**src/complex_arithmetic_unit_assert.svh**
```systemverilog
// Assertion macros for the top-level file, which checks its own logic.
`ifndef COMPLEX_ARITHMETIC_UNIT_ASSERT_SVH
`define COMPLEX_ARITHMETIC_UNIT_ASSERT_SVH

// The consequent must hold in the same cycle as the antecedent.
`define CAU_ASSERT_SAME(lbl, clk, rstn, ante, cons) \
  lbl: assert property (@(posedge clk) disable iff (!rstn) (ante) |-> (cons)) \
    else $error("complex arithmetic unit check failed");

// The consequent must hold in the cycle after the antecedent.
`define CAU_ASSERT_NEXT(lbl, clk, rstn, ante, cons) \
  lbl: assert property (@(posedge clk) disable iff (!rstn) (ante) |=> (cons)) \
    else $error("complex arithmetic unit check failed");

`endif

```
**src/cau_pkg.sv**
```systemverilog
`timescale 1ns / 1ps
package cau_pkg;

  localparam int unsigned FracBits = 16;
  localparam int unsigned DataW    = 32;
  localparam int unsigned ProdW    = 2 * DataW;
  localparam int unsigned SumW     = ProdW + 2;
  localparam int unsigned DenW     = ProdW;
  localparam int unsigned WideW    = DenW + FracBits;
  localparam int unsigned StepW    = $clog2(DataW);
  localparam int unsigned QDepth   = 4;
  localparam int unsigned QPtrW    = $clog2(QDepth);

  localparam logic [2:0] ActAdd = 3'd0;
  localparam logic [2:0] ActSub = 3'd1;
  localparam logic [2:0] ActMul = 3'd2;
  localparam logic [2:0] ActDiv = 3'd3;
  localparam logic [2:0] ActCmp = 3'd4;

  localparam logic [1:0] OrdLess    = 2'd0;
  localparam logic [1:0] OrdEqual   = 2'd1;
  localparam logic [1:0] OrdGreater = 2'd2;

  localparam logic [1:0] StsOk      = 2'd0;
  localparam logic [1:0] StsOvf     = 2'd1;
  localparam logic [1:0] StsDivZero = 2'd2;

  localparam logic signed [SumW-1:0] SatMax = SumW'({1'b0, {(DataW-1){1'b1}}});
  localparam logic signed [SumW-1:0] SatMin = -SumW'({1'b1, {(DataW-1){1'b0}}});

  typedef enum logic [2:0] {
    KindLin,
    KindMul,
    KindDiv,
    KindCmp,
    KindNop
  } kind_e;

  typedef struct packed {
    kind_e                    kind;
    logic signed [SumW-1:0]   x;
    logic signed [SumW-1:0]   y;
    logic        [DenW-1:0]   den;
  } item_t;

  typedef struct packed {
    logic signed [DataW-1:0] re;
    logic signed [DataW-1:0] im;
    logic        [1:0]       order;
    logic        [1:0]       status;
  } result_t;

  typedef struct packed {
    logic                    ovf;
    logic signed [DataW-1:0] val;
  } sat_t;

  // Clamps a wide signed value to the 32-bit range.
  function automatic sat_t sat32(input logic signed [SumW-1:0] v);
    sat_t r;
    if (v > SatMax) begin
      r.ovf = 1'b1;
      r.val = DataW'(SatMax);
    end else if (v < SatMin) begin
      r.ovf = 1'b1;
      r.val = DataW'(SatMin);
    end else begin
      r.ovf = 1'b0;
      r.val = DataW'(v);
    end
    return r;
  endfunction

endpackage

```
**src/cau_fifo.sv**
```systemverilog
`timescale 1ns / 1ps
module cau_fifo (
  input  logic                       clk_i,
  input  logic                       rst_ni,
  input  logic                       push_i,
  input  cau_pkg::item_t             item_i,
  input  logic                       pop_i,
  output cau_pkg::item_t             item_o,
  output logic                       empty_o,
  output logic                       full_o,
  output logic [cau_pkg::QPtrW:0]    count_o
);
  import cau_pkg::*;

  item_t            mem_q [QDepth];
  logic [QPtrW-1:0] wr_q, rd_q;
  logic [QPtrW:0]   cnt_q;

  always_ff @(posedge clk_i or negedge rst_ni) begin
    if (!rst_ni) begin
      wr_q  <= '0;
      rd_q  <= '0;
      cnt_q <= '0;
    end else begin
      if (push_i) begin
        wr_q <= wr_q + 1'b1;
      end
      if (pop_i) begin
        rd_q <= rd_q + 1'b1;
      end
      cnt_q <= cnt_q + (QPtrW+1)'(push_i) - (QPtrW+1)'(pop_i);
    end
  end

  always_ff @(posedge clk_i) begin
    if (push_i) begin
      mem_q[wr_q] <= item_i;
    end
  end

  assign item_o  = mem_q[rd_q];
  assign empty_o = (cnt_q == '0);
  assign full_o  = (cnt_q == (QPtrW+1)'(QDepth));
  assign count_o = cnt_q;

endmodule

```
**config.mk**
```make
export PLATFORM = sky130hd
export DESIGN_NAME = cau_fifo
export DESIGN_NICKNAME = d
export VERILOG_FILES = /design/src/complex_arithmetic_unit_assert.svh /design/src/cau_pkg.sv /design/src/cau_fifo.sv
export SDC_FILE = /design/constraint.sdc
export NUM_CORES = 1
export LEC_CHECK = 0
export CORE_MARGIN = 5
export CORE_UTILIZATION = 40
export CTS_CLUSTER_DIAMETER = 80
export DETAILED_ROUTE_END_ITERATION = 8
export DONT_BUFFER_PORTS = 1
export GPL_ROUTABILITY_DRIVEN = 0
export PLACE_DENSITY = 0.62
export RECOVER_POWER = 50
export SLEW_MARGIN = 10
export SYNTH_ARGS = -nofsm -noshare
export SYNTH_HDL_FRONTEND = slang
export SYNTH_SLANG_ARGS = --single-unit
```
**constraint.sdc**
```tcl
create_clock -name clk_i -period 6.1 [get_ports clk_i]
set_clock_uncertainty 0.2 [all_clocks]
set_input_delay 1.22 -clock clk_i [delete_from_list [all_inputs] [get_ports clk_i]]
set_output_delay 1.22 -clock clk_i [all_outputs]
set_load 0.005 [all_outputs]
```
== Word-level counts from Yosys, hierarchy flattened ==
Memory sizes are Yosys's and may differ from the RTL's.
Index checks and enable logic that the tools add are counted.

* Flip-flop bits (word level): 7
* Bits in latches: 0
* Memory bits (writable): 796
* Memory bits (read-only): 0
* Bits of input ports: 203
* Output and inout port bits: 204
* Word-level logic and storage cells: 12
* Memories: 1

{| class="wikitable"
|+ Memories
! name !! words !! width !! read ports !! clocked after Yosys merged registers in !! write ports !! RTL line !! RTL
|-
| mem_q || 4 || 199 || 1 || 0 || 1 || cau_fifo.sv:15 || <nowiki>item_t mem_q [QDepth];</nowiki>
|}

* $add $sub $neg: 4
* Multiply operators: 0
* Div/mod/pow operators: 0
* Order comparisons: 0
* Equality and inequality tests: 1
* Shift operators: 0
* Multiplexer cells: 2
* Bitwise gates (word level): 0
* Reduce and logical (&&, ||, !) cells: 1

{| class="wikitable"
|+ Operator list
! operator !! count
|-
| $add A2 B1 Y2 const B || 2
|-
| $add A3 B1 Y3 || 1
|-
| $eq A3 B3 Y1 const B || 1
|-
| $logic_not A3 Y1 || 1
|-
| $sub A3 B1 Y3 || 1
|-
| $mux W1 || 2
|}

== Logic depth before layout (Yosys ltp) ==
* Word-level depth: 2
* Mapped depth: 7

== Worst setup path before layout ==
No wires, ideal clock.

* Path type: input to register
* From: input push_i
* To: memory mem_q[0][0] (netlist bit), enable pin
* Setup time: 0.583 ns
* Data arrival time: 5.735 ns
* Slack: -0.418 ns
* Stages: 1
* Cell sequence: and2_1

* Longest elaborated chain between the ends: 2

{| class="wikitable"
|+ RTL lines
! what !! RTL line !! RTL
|-
| start: declaration || cau_fifo.sv:5 || <nowiki>input logic push_i,</nowiki>
|-
| $mux W1 || cau_fifo.sv:36 || <nowiki>if (push_i) begin</nowiki>
|-
| $mux W1 (implied by the code) || cau_fifo.sv:37 || <nowiki>mem_q[wr_q] <= item_i;</nowiki>
|-
| end: declaration || cau_fifo.sv:15 ||
|}

No other way between the ends.

==> run summary <==
Status = finished, violations left
Failing checks = capacitance limit, slew limit
Setup Crit Path Kind = reg2out
Number of synthesized register bits = 803
DP Cell Count = 2007
Synth Instances = 1074
Top post-synthesis cells by area = edfxtp_1, mux4_2, buf_12
Synthesized area per cell = 27.3 µm²
Crit path DAT = 2.83 ns
Core area = 0.0728 mm²
DRC = 0
Pre-antenna DRT Iters = 4
Die Span X = 281 µm
Die Ht = 281 µm
Worst-path clk slew = 0.06 ns
WP data required = 4.68 ns
Clk Tree Root Cell = clkbuf_16
Fin crit share = 69.7%
Final setup fails = 0
Syn. warnings = 0
Unrepaired setup endpoints after global routing = no
Distinct cell type count after synthesis = 18
Hold Fails Final Rpt = 0
Vias per cell = 5.24
Routed length per placed instance = 26.1 µm
Slew margin rel. = -107%
Worst path cell trace = buf_12 -> mux4_2
TritonCTS clock tree = yes
Post-CTS Hold Buffers = 0
Initial Util = 40.3%
Wirelength, routed = 56200 µm
Max cap viols = 3
Initial antenna violation count = 0
Pleak = 10.2 nW
I/O Buffers = 0
Max H-tree Level = 3
Via count = 11300
CP max-delay cell = dfrtp_4
# diodes = 0
Worst Tran Pin Value = 3.11 ns
Fmax = 235 MHz
Global Route Usage Sum = 14.0%
Final period demand of the worst path = 4.25 ns
Post-synthesis sequential area ratio = 82.1%
DR iter-0 viols = 661
CTS Buf Count = 82
GRT overflow = 0
First-pass GRT wire length = 82300 µm
Largest stage delay, worst path = 1.04 ns
Final Non-Filler Cells = 2154
CP max FO = 52
Fill cells = 5972
Cell area power density = 487 mW/mm²
Vias in the first global route = 12200
Post-cts resize count = 0
Reg-to-reg slack, setup = 2.33 ns
Largest net degree at the start of global routing = 125
Syn-to-layout area delta = 12.1%
Worst-Skew Late Latency = 0.61 ns
Netlist Area Pre-Place = 0.0293 mm²
Setup TNS = 0 ns
Post-CTS Setup Bufs = 0
Hold WS = 0.0986 ns
Final ANT Viol Nets = 0
Net count, final = 1342
Startpoint Class = flip-flop
Row cnt = 99
Detailed placement HPWL = 33900 µm
I/O Pins = 407
Syn nets = 1284
Max Slew Vio Count = 287
Setup crit end kind = output pin
CTS Buffer Depth = 3
Die area = 0.0788 mm²
HP Class = in2async
Largest area contributor in the netlist = edfxtp_1
Layout cells sized above 1 = 27.9%
Share of the synthesized area in the top cell type = 81.5%
Max VDD drop = 0.000669 V
CTS sink count = 803
-- cell families after synthesis --
logic type,count (synthesis),share of synthesized area [%]
multiplexers,199,15.3
adder cells (fa/ha/maj),7,0.324
AND/OR/NAND/NOR,8,0.149
XOR/XNOR,5,0.149
flip-flops,803,82.1
buffers and inverters,51,1.94
AO/OA/AOI/OAI,1,0.0171
-- worst max-delay path: cells and delay by family (launching register included) --
kind / cells / cell delay, ns
mux: 1 / 0.64
flops: 1 / 1.04
buf+inv: 1 / 0.41
-- Yosys cell counts --
master    number
buf_4          1
xnor2_1        3
dfrtp_1        7
xor2_1         2
clkbuf_1       2
buf_2         20
edfxtp_1     796
mux4_2       199
inv_1          6
o21ai_0        1
nand2_1        2
buf_12        21
ha_1           6
fa_1           1
nor3_1         1
and2_1         4
and3_1         1
buf_6          1
-- report_power, final --
group	internal (mW)	switching, mW
sequential	7.26	0.329
combinational	1.54	2.06
clock	2.81	2.01
-- metal layers --
metal	global-route usage [%]	vias up	share of wire [%]
met3	6.87	75	11
met5	0	-	0
met1	16.1	6072	35
li1	-	4789	-
met2	23.4	352	52
met4	4.43	0	2.2
-- layout make-up --
class	count	area (µm²)	share of cell area, %
sequential	803	24100	73.3
multi-input combinational	220	4670	14.2
clock buffer	105	2180	6.64
tap	959	1200	3.65
clock inverter	42	449	1.37
timing repair buffer	19	248	0.754
inverter	6	22.5	0.0685
-- final timing paths --
check,end,cells past startpoint,startpoint
max in group asynchronous,rd_q[0],0,rst_ni
hold / removal,count_o[0],0,rst_ni
setup / recovery,item_o[129],2,rd_q[0]
hold reg to reg,wr_q[0],1,wr_q[0]
setup reg to reg,mem_q[0][122],4,wr_q[0]
min in group clk_i,wr_q[0],1,wr_q[0]
-- state kept, by name (all words and copies together), names as in the netlist --
name,cells
mem_q,796
count_o,3
wr_q,2
rd_q,2
-- cells in the final DEF, fill, tap and decap left out, drive strengths merged --
cell type / n
xnor2: 3
ha: 6
xor2: 2
clkinvlp: 2
and3: 1
o21ai: 1
dfrtp: 7
mux4: 199
inv: 12
edfxtp: 796
nand2: 2
fa: 1
bufinv: 6
clkbuf: 108
buf: 16
and2: 4
nor3: 1
clkinv: 28
-- through the flow --
step / power [mW] / cell area [µm²] / util [%] / worst slack [ns]
floorplan: 10.5 / 29300 / - / 1.78
global placement: 11.4 / 30300 / 41.6 / 2.41
detailed placement: 11.5 / 30300 / 41.6 / 2.39
CTS: 16.3 / 32900 / 45.2 / 1.69
global route: 16.8 / 32900 / 45.1 / 1.60
finish: 16.0 / 32900 / 45.1 / 1.85
No activity file was read; power rests on OpenSTA's default activity.
