<file path="config.mk">
export PLATFORM = sky130hd
export DESIGN_NAME = cau_back
export DESIGN_NICKNAME = d
export VERILOG_FILES = /design/src/complex_arithmetic_unit_assert.svh /design/src/cau_pkg.sv /design/src/cau_back.sv
export SDC_FILE = /design/constraint.sdc
export NUM_CORES = 2
export LEC_CHECK = 0
export BUFFER_PORTS_ARGS = -buffer_cell sky130_fd_sc_hd__clkbuf_2
export CAP_MARGIN = 0
export CORE_MARGIN = 2
export CORE_UTILIZATION = 53
export DETAILED_ROUTE_END_ITERATION = 12
export GPL_ROUTABILITY_DRIVEN = 0
export GPL_TIMING_DRIVEN = 0
export PLACE_DENSITY = 0.72
export SKIP_CTS_REPAIR_TIMING = 1
export SLEW_MARGIN = 10
export SYNTH_ARGS = -nofsm -noshare
export SYNTH_HDL_FRONTEND = slang
export SYNTH_SLANG_ARGS = --single-unit
export TNS_END_PERCENT = 30
</file>
<file path="constraint.sdc">
create_clock -name clk_i -period 7.3 [get_ports clk_i]
set_clock_uncertainty 0.2 [all_clocks]
set_input_delay 1.095 -clock clk_i [delete_from_list [all_inputs] [get_ports clk_i]]
set_output_delay 1.095 -clock clk_i [all_outputs]
set_load 0.03 [all_outputs]
</file>
<file path="src/complex_arithmetic_unit_assert.svh">
// Assertion macros for the top-level file, which checks its own logic.
`ifndef COMPLEX_ARITHMETIC_UNIT_ASSERT_SVH
`define COMPLEX_ARITHMETIC_UNIT_ASSERT_SVH

// The consequent must hold in the same cycle as the antecedent.
`define CAU_ASSERT_SAME(lbl, clk, rstn, ante, cons) \
  lbl: assert property (@(posedge clk) disable iff (!rstn) (ante) |-> (cons)) \
    else $error("complex arithmetic unit check failed");

// The consequent must hold in the cycle after the antecedent.
`define CAU_ASSERT_NEXT(lbl, clk, rstn, ante, cons) \
  lbl: assert property (@(posedge clk) disable iff (!rstn) (ante) |=> (cons)) \
    else $error("complex arithmetic unit check failed");

`endif

</file>
<file path="src/cau_pkg.sv">
`timescale 1ns / 1ps
package cau_pkg;

  localparam int unsigned FracBits = 16;
  localparam int unsigned DataW    = 32;
  localparam int unsigned ProdW    = 2 * DataW;
  localparam int unsigned SumW     = ProdW + 2;
  localparam int unsigned DenW     = ProdW;
  localparam int unsigned WideW    = DenW + FracBits;
  localparam int unsigned StepW    = $clog2(DataW);
  localparam int unsigned QDepth   = 4;
  localparam int unsigned QPtrW    = $clog2(QDepth);

  localparam logic [2:0] ActAdd = 3'd0;
  localparam logic [2:0] ActSub = 3'd1;
  localparam logic [2:0] ActMul = 3'd2;
  localparam logic [2:0] ActDiv = 3'd3;
  localparam logic [2:0] ActCmp = 3'd4;

  localparam logic [1:0] OrdLess    = 2'd0;
  localparam logic [1:0] OrdEqual   = 2'd1;
  localparam logic [1:0] OrdGreater = 2'd2;

  localparam logic [1:0] StsOk      = 2'd0;
  localparam logic [1:0] StsOvf     = 2'd1;
  localparam logic [1:0] StsDivZero = 2'd2;

  localparam logic signed [SumW-1:0] SatMax = SumW'({1'b0, {(DataW-1){1'b1}}});
  localparam logic signed [SumW-1:0] SatMin = -SumW'({1'b1, {(DataW-1){1'b0}}});

  typedef enum logic [2:0] {
    KindLin,
    KindMul,
    KindDiv,
    KindCmp,
    KindNop
  } kind_e;

  typedef struct packed {
    kind_e                    kind;
    logic signed [SumW-1:0]   x;
    logic signed [SumW-1:0]   y;
    logic        [DenW-1:0]   den;
  } item_t;

  typedef struct packed {
    logic signed [DataW-1:0] re;
    logic signed [DataW-1:0] im;
    logic        [1:0]       order;
    logic        [1:0]       status;
  } result_t;

  typedef struct packed {
    logic                    ovf;
    logic signed [DataW-1:0] val;
  } sat_t;

  // Clamps a wide signed value to the 32-bit range.
  function automatic sat_t sat32(input logic signed [SumW-1:0] v);
    sat_t r;
    if (v > SatMax) begin
      r.ovf = 1'b1;
      r.val = DataW'(SatMax);
    end else if (v < SatMin) begin
      r.ovf = 1'b1;
      r.val = DataW'(SatMin);
    end else begin
      r.ovf = 1'b0;
      r.val = DataW'(v);
    end
    return r;
  endfunction

endpackage

</file>
<file path="src/cau_back.sv">
`timescale 1ns / 1ps
module cau_back (
  input  logic              clk_i,
  input  logic              rst_ni,
  input  logic              empty_i,
  input  cau_pkg::item_t    item_i,
  output logic              pop_o,
  output logic              valid_o,
  output cau_pkg::result_t  result_o
);
  import cau_pkg::*;

  localparam logic [1:0] StIdle = 2'd0;
  localparam logic [1:0] StDiv  = 2'd1;
  localparam logic [1:0] StFin  = 2'd2;

  logic [1:0]       state_q, state_d;
  logic [StepW-1:0] cnt_q, cnt_d;
  logic             valid_q, valid_d;
  result_t          res_q, res_d;
  logic [DenW-1:0]  den_q, den_d;

  logic [DenW-1:0]  rem_q [2];
  logic [DenW-1:0]  rem_d [2];
  logic [DataW-1:0] low_q [2];
  logic [DataW-1:0] low_d [2];
  logic [DataW-1:0] quo_q [2];
  logic [DataW-1:0] quo_d [2];
  logic             neg_q [2];
  logic             neg_d [2];
  logic             ovf_q [2];
  logic             ovf_d [2];

  logic signed [SumW-1:0] lane_in  [2];
  logic        [DenW-1:0] lane_mag [2];
  logic        [WideW-1:0] lane_wide [2];
  logic        [DenW:0]   lane_r2  [2];
  logic                   lane_ge  [2];
  logic        [DataW:0]  lane_q33 [2];
  logic signed [SumW-1:0] lane_val [2];
  sat_t                   lane_sat [2];
  sat_t                   sat_x, sat_y;

  always_comb begin
    lane_in[0] = item_i.x;
    lane_in[1] = item_i.y;
    for (int l = 0; l < 2; l++) begin
      lane_mag[l]  = lane_in[l][SumW-1] ? DenW'(-lane_in[l]) : DenW'(lane_in[l]);
      lane_wide[l] = WideW'(lane_mag[l]) << FracBits;
      lane_r2[l]   = {rem_q[l], low_q[l][DataW-1]};
      lane_ge[l]   = (lane_r2[l] >= {1'b0, den_q});
      lane_q33[l]  = {1'b0, quo_q[l]} + (DataW+1)'(neg_q[l] && (rem_q[l] != '0));
      lane_val[l]  = neg_q[l] ? -SumW'(lane_q33[l]) : SumW'(lane_q33[l]);
      lane_sat[l]  = sat32(lane_val[l]);
      if (ovf_q[l]) begin
        lane_sat[l].ovf = 1'b1;
        lane_sat[l].val = neg_q[l] ? DataW'(SatMin) : DataW'(SatMax);
      end
    end
  end

  always_comb begin
    state_d = state_q;
    cnt_d   = cnt_q;
    valid_d = 1'b0;
    res_d   = res_q;
    den_d   = den_q;
    pop_o   = 1'b0;
    sat_x   = sat32(item_i.x);
    sat_y   = sat32(item_i.y);
    for (int l = 0; l < 2; l++) begin
      rem_d[l] = rem_q[l];
      low_d[l] = low_q[l];
      quo_d[l] = quo_q[l];
      neg_d[l] = neg_q[l];
      ovf_d[l] = ovf_q[l];
    end
    case (state_q)
      StIdle: begin
        if (!empty_i) begin
          pop_o        = 1'b1;
          res_d        = '0;
          res_d.order  = OrdLess;
          res_d.status = StsOk;
          case (item_i.kind)
            KindLin: begin
              valid_d      = 1'b1;
              res_d.re     = sat_x.val;
              res_d.im     = sat_y.val;
              res_d.status = (sat_x.ovf || sat_y.ovf) ? StsOvf : StsOk;
            end
            KindMul: begin
              valid_d      = 1'b1;
              sat_x        = sat32(item_i.x >>> FracBits);
              sat_y        = sat32(item_i.y >>> FracBits);
              res_d.re     = sat_x.val;
              res_d.im     = sat_y.val;
              res_d.status = (sat_x.ovf || sat_y.ovf) ? StsOvf : StsOk;
            end
            KindCmp: begin
              valid_d = 1'b1;
              if (DenW'(item_i.x) < item_i.den) begin
                res_d.order = OrdLess;
              end else if (DenW'(item_i.x) == item_i.den) begin
                res_d.order = OrdEqual;
              end else begin
                res_d.order = OrdGreater;
              end
            end
            KindDiv: begin
              if (item_i.den == '0) begin
                valid_d      = 1'b1;
                res_d.status = StsDivZero;
              end else begin
                den_d   = item_i.den;
                cnt_d   = '1;
                state_d = StDiv;
                for (int l = 0; l < 2; l++) begin
                  neg_d[l] = lane_in[l][SumW-1];
                  ovf_d[l] = (WideW'(lane_mag[l]) >= (WideW'(item_i.den) << FracBits));
                  rem_d[l] = DenW'(lane_wide[l] >> DataW);
                  low_d[l] = lane_wide[l][DataW-1:0];
                  quo_d[l] = '0;
                end
              end
            end
            default: begin
              valid_d = 1'b1;
            end
          endcase
        end
      end
      StDiv: begin
        for (int l = 0; l < 2; l++) begin
          rem_d[l] = lane_ge[l] ? DenW'(lane_r2[l] - {1'b0, den_q}) : lane_r2[l][DenW-1:0];
          low_d[l] = {low_q[l][DataW-2:0], 1'b0};
          quo_d[l] = {quo_q[l][DataW-2:0], lane_ge[l]};
        end
        cnt_d = cnt_q - 1'b1;
        if (cnt_q == '0) begin
          state_d = StFin;
        end
      end
      StFin: begin
        valid_d      = 1'b1;
        res_d        = '0;
        res_d.re     = lane_sat[0].val;
        res_d.im     = lane_sat[1].val;
        res_d.order  = OrdLess;
        res_d.status = (lane_sat[0].ovf || lane_sat[1].ovf) ? StsOvf : StsOk;
        state_d      = StIdle;
      end
      default: begin
        state_d = StIdle;
      end
    endcase
  end

  always_ff @(posedge clk_i or negedge rst_ni) begin
    if (!rst_ni) begin
      state_q <= StIdle;
      cnt_q   <= '0;
      valid_q <= 1'b0;
    end else begin
      state_q <= state_d;
      cnt_q   <= cnt_d;
      valid_q <= valid_d;
    end
  end

  always_ff @(posedge clk_i) begin
    res_q <= res_d;
    den_q <= den_d;
    for (int l = 0; l < 2; l++) begin
      rem_q[l] <= rem_d[l];
      low_q[l] <= low_d[l];
      quo_q[l] <= quo_d[l];
      neg_q[l] <= neg_d[l];
      ovf_q[l] <= ovf_d[l];
    end
  end

  assign valid_o  = valid_q;
  assign result_o = res_q;

endmodule

</file>
# After elaboration in Yosys (flattened, before gate mapping)
# Memory sizes are Yosys's and may differ from the RTL's.
# Index checks and enable logic that the tools add are counted.
dict set report word_totals {
  input_bits 202
  ram_bits 260
  memories 5
  output_inout_bits 70
  ff_bits 140
}
dict set report classes {
  n_eq_ne 10
  mux 74
  n_reduce_logical 17
  n_addsub 9
  bitwise 2
  n_lt_le_gt_ge 17
}
# name words word_bits rd rd_clocked_by_memory_dff write_ports line_no
set mem_list {}
lappend mem_list {rem_q 2 64 2 0 2 cau_back.sv:23} ;# logic [DenW-1:0] rem_q [2];
lappend mem_list {low_q 2 32 2 0 2 cau_back.sv:25} ;# logic [DataW-1:0] low_q [2];
lappend mem_list {quo_q 2 32 2 0 2 cau_back.sv:27} ;# logic [DataW-1:0] quo_q [2];
lappend mem_list {neg_q 2 1 2 0 2 cau_back.sv:29} ;# logic neg_q [2];
lappend mem_list {ovf_q 2 1 2 0 2 cau_back.sv:31} ;# logic ovf_q [2];
# operator n
set op_table {}
lappend op_table {{33-bit two-way mux} 20}
lappend op_table {{64-bit two-way mux} 10}
lappend op_table {{128-bit two-way mux} 3}
lappend op_table {{64-bit case mux with 2 select lines} 3}
lappend op_table {{66-bit by 32-bit greater-than comparator with 1-bit output, second input constant} 4}
lappend op_table {{66-bit by 32-bit < comparator with 1-bit output, second input constant} 4}
lappend op_table {{128-bit case mux with 2 select lines} 1}
lappend op_table {{64-bit by 80-bit greater-or-equal comparator with 1-bit output} 2}
lappend op_table {{68-bit case mux with 2 select lines} 1}
lappend op_table {{66-bit two-way mux} 2}
lappend op_table {{33-bit negator with 66-bit output} 2}
lappend op_table {{65-bit by 64-bit greater-or-equal comparator with 1-bit output} 2}
lappend op_table {{64-bit negator} 2}
lappend op_table {{64-bit nonzero test} 2}
lappend op_table {{64-bit subtractor} 2}
lappend op_table {{50-bit by 32-bit greater-than comparator with 1-bit output, second input constant} 2}
lappend op_table {{50-bit by 32-bit < comparator with 1-bit output, second input constant} 2}
lappend op_table {{68-bit two-way mux} 1}
lappend op_table {{32-bit by 1-bit adder with 33-bit output} 2}
lappend op_table {{64-bit equality test} 1}
lappend op_table {{64-bit zero test} 1}
lappend op_table {{64-bit < comparator} 1}
lappend op_table {{32-bit two-way mux} 2}
lappend op_table {{2-bit two-way mux} 16}
lappend op_table {{other kinds (22)} 41}

# Depth between registers and ports, before layout
# An unclocked memory read counts as a cell.
dict set report depth {
  depth_word 13
  mapped_depth 23
  ltp_nobuf 22
}

# Worst setup path before layout
# No wires, ideal clock.
dict set report synth_path {
  kind {input to register}
  start {input port item_i[48] (netlist name)}
  end {register cnt_q[4]}
  cell_stages 11
  required_ps 6977
  setup_ps 123
  setup_slack_ps -250
  t_arrival_ps 7228
  cell_sequence {nor4_1 -> nand4_1 -> nor4_1 -> or3_1 -> nor2_1 -> o21ai_0 -> inv_1 -> nand2_1 -> nor3_1 -> xnor2_1 -> nand2_1}
}
dict set report synth_between {
  elab_chain_len 3
}
# element line_no
set synth_rtl {}
lappend synth_rtl {{start, declared} cau_back.sv:6} ;# input cau_pkg::item_t item_i,
lappend synth_rtl {{64-bit zero test} cau_back.sv:111} ;# if (item_i.den == '0) begin
lappend synth_rtl {{2-bit != test (no line)} n/a}
lappend synth_rtl {{4-bit AND reduction (no line)} n/a}
lappend synth_rtl {{end signal, assigned} cau_back.sv:166} ;# cnt_q <= cnt_d;
lappend synth_rtl {{end, declared} cau_back.sv:18} ;# logic [StepW-1:0] cnt_q, cnt_d;
# No other way between the ends.
# A chain may end at the register's enable or synchronous reset.

==> metrics.md <==
| Metric | Value |
|---|---|
| RSZ-0062 raised after global routing | `no` |
| Top post-synthesis cells by count | `nand2_1, a21oi_1, edfxtp_1` |
| Cell count along the critical path | `23` |
| Final Total Pwr | `15.7 mW` |
| CTS buffer count | `43` |
| Number of flops mapped to enable cells by yosys | `360` |
| Die ar. | `68300 sq um` |
| IO Port Bufs | `265` |
| Worst rel slew slack | `2.86%` |
| Half-perimeter wire length after placement | `113000 um` |
| CTS tree | `built` |
| PwrDens | `400 nW/um^2` |
| Critical path capture point type | `flip-flop` |
| Hold Fails Final Rpt | `0` |
| Largest net degree at the start of global routing | `49` |
| Crit share post-route | `95.5%` |
| DRC errors left | `0` |
| Die Y-Extent | `261 um` |
| Vias in the first global route | `32.9k` |
| LEAKAGE | `15.9 nW` |
| Worst skew pair latency | `0.62 ns` |
| GRT Overall Usage | `40.3%` |
| Yosys warnings | `0` |
| P&R area growth vs syn | `11.6%` |
| Syn Std Cell Area | `35100 sq um` |
| Grt total ovfl | `0` |
| Clk buf depth | `3` |
| CP Class | `reg2reg` |
| Vias per cell | `6.65` |
| Drt wl/cell | `26.0 um` |
| Chip width | `261 um` |
| # setup viols final | `0` |
| H-tree levels | `2` |
| Critical path buffer and inverter count | `2` |
| Post-synth top flop | `edfxtp_1` |
| Max Cap Viol | `0` |
| Clock sink total | `368` |
| Cells after synthesis | `4235` |
| Count leader, synth | `nand2_1` |
| Kind of cell adding the most delay to the critical path | `simple AND/OR/NAND/NOR gates` |
| Row Count | `94` |
| Total Routed Length | `142000 um` |
| Final hold slack | `0.128 ns` |
| Reg clk slew, reported paths | `0.06 ns` |
| Routed via count | `36.3k` |
| Synth top area share | `30.8%` |
| Io pins | `272` |
| Seq/Total Area, Yosys | `31.4%` |
| Critical Path Source | `rem_q[0][65]$_DFFE_PP_` |
| R2r startpoint | `rem_q[0][65]$_DFFE_PP_` |
| First-pass GRT wire length | `205000 um` |
| Reg2reg end | `result_o[30]$_DFFE_PP_` |
| CTS root buf | `clkbuf_16` |
| Critical-path cell list | `nor4_1 > nand4_1 > nor4_4 > nor2_1 > ha_1 > ha_1 > and3_1 > clkbuf_1 > nand2_1 > nor3_1 > xnor2_1 > nand4b_1 > and4bb_2 > nand2_1 > nor2_1 > ha_1 > nand2_1 > o2bb2ai_1 > nand3_1 > o22ai_1 > a21boi_1 > clkbuf_1 > a21oi_1` |
| Crit path max-delay cell type | `nor4_1` |
| Nets | `5059` |
| DRT Pass-1 Iters | `7` |
| Crit path max fanout | `10` |
| Slew @ Worst Pin | `1.46 ns` |
| Slew Viols, Final | `0` |
| Tmin final | `6.97 ns` |
| R2R cell count | `23` |
| Initial DRC count | `4927` |
| Flop and latch count out of synthesis | `368` |
| Highest metal used | `met5` |
| Core ar. | `65600 sq um` |
| Main area contributors after synthesis | `edfxtp_1, ha_1, a21oi_1` |
| Setup TNS | `0 ns` |
| Initial antenna violation count | `24` |
| Yosys top cell by area | `edfxtp_1` |
| WL met3 | `18800 um` |
| Syn nets | `4739` |
| Worst vdd ir | `0.000277 V` |
| Worst EP required | `7.41 ns` |
| Post-route ant nets | `0` |
| WL met2 | `59400 um` |
| Async S/R FF share, synth | `2.17%` |
| R2r setup slk | `0.33 ns` |
| Initial Utilization | `53.5%` |
| Worst setup path endpoint | `result_o[30]$_DFFE_PP_` |
| Syn avg cell area | `8.29 sq um` |
| Worst hold path type | `in2async` |
| Startpoint types | `flip-flop` |
| Share of cells above drive strength 1 | `9.14%` |
| Maximum clock frequency | `144 MHz` |
| Met1 Wirelength | `51800 um` |
| CP arrival | `7.07 ns` |
| Synth cell types | `88` |
| Status | `completed` |
| Worst path max stage delay | `0.82 ns` |
## how the worst min path moves through the flow
stage,slack [ns],start,to,depth (start not counted)
after detailed placement,0.31,low_q[0][23]$_DFFE_PP_,low_q[0][24]$_DFFE_PP_,2
after CTS,0.12,rst_ni,cnt_q[3]$_DFFE_PN0P_,1
after global placement,0.30,low_q[0][52]$_DFFE_PP_,low_q[0][53]$_DFFE_PP_,2
after global routing,0.13,rst_ni,valid_o$_DFF_PN0_,1
final,0.13,rst_ni,cnt_q[4]$_DFFE_PN0P_,1
after floorplan,0.28,cnt_q[0]$_DFFE_PN0P_,cnt_q[0]$_DFFE_PN0P_,1
## where the power goes
part	leakage [nW]	switching (mW)	internal, mW
sequential	3.63	0.702	3.61
combinational	11.6	6.02	3.16
clock	0.653	0.965	1.22
## cell type report
class	count	area, sq um
timing repair buffer	275	1540
inverter	189	716
buffer	233	908
antenna	7	17.5
sequential	368	11000
clock buffer	50	1120
fill	5993	26400
clock inverter	26	246
tap	864	1080
multi-input combinational	3445	22500
## registers in the layout, summed over array words and instances (netlist names)
signal,cells
den_q,64
quo_q,64
low_q,32
rem_q,128
ovf_q,2
result_o,68
cnt_q,5
neg_q,2
valid_o,1
state_q,2
## per-stage QoR
step	std cells	instance area, sq um	utilization [%]	setup WS (ns)
2_1_floorplan	4235	35100	-	0.810
3_3_place_gp	5364	37500	57.2	-2.55
3_5_place_dp	5374	37700	57.5	0.0981
4_1_cts	5450	39100	59.6	0.0488
5_1_grt	5454	39200	59.7	0.127
6_report	5457	39200	59.7	0.332
## kinds of logic after synthesis
logic type      after synthesis  synth area share (%)
mux                          29                 0.859
flops                       368                  31.4
simple gates               1529                  21.7
xor+xnor                    348                  8.68
fa+ha+maj                   302                  10.8
compound gates             1237                  22.0
buf+inv                     422                  4.61
## placed cells by master (no fill, tap or decap), types with 21 or more instances in the layout
master and count:
clkbuf_1 187, a31oi_1 85, nor4_1 81, or3_1 38
and2_1 72, o41ai_1 23, o21ai_0 217, buf_1 36
ha_1 300, edfxtp_1 360, nand2_1 518, or2_2 22
and3_1 33, nor2b_1 52, nor2_1 277, o21a_1 44
nand2b_1 44, xnor2_1 239, nand4_1 127, xor2_1 109
clkbuf_16 44, or4_1 32, a21oi_1 456, nor3_1 72
o221ai_1 37, a21o_1 133, o21bai_1 23, clkbuf_2 265
o31ai_1 76, nand3_1 90, a211oi_1 21, inv_1 187
mux2i_1 23
## worst register-to-register path, delay by kind of cell (launching register included)
| family | cells | cell delay, ns |
|---|---|---|
| simple gates | 13 | 3.33 |
| compound gates | 4 | 0.99 |
| fa+ha+maj | 3 | 0.77 |
| buf+inv | 2 | 0.61 |
| flops | 1 | 0.50 |
| xor+xnor | 1 | 0.28 |
## metal layers
layer | up-vias | GRT usage, %
met2 | 2476 | 60.3
met1 | 16800 | 49.4
met4 | 32 | 26.5
met3 | 648 | 13.8
met5 | - | 0
li1 | 16400 | -
Note: power is estimated with default switching activity, not from simulation.
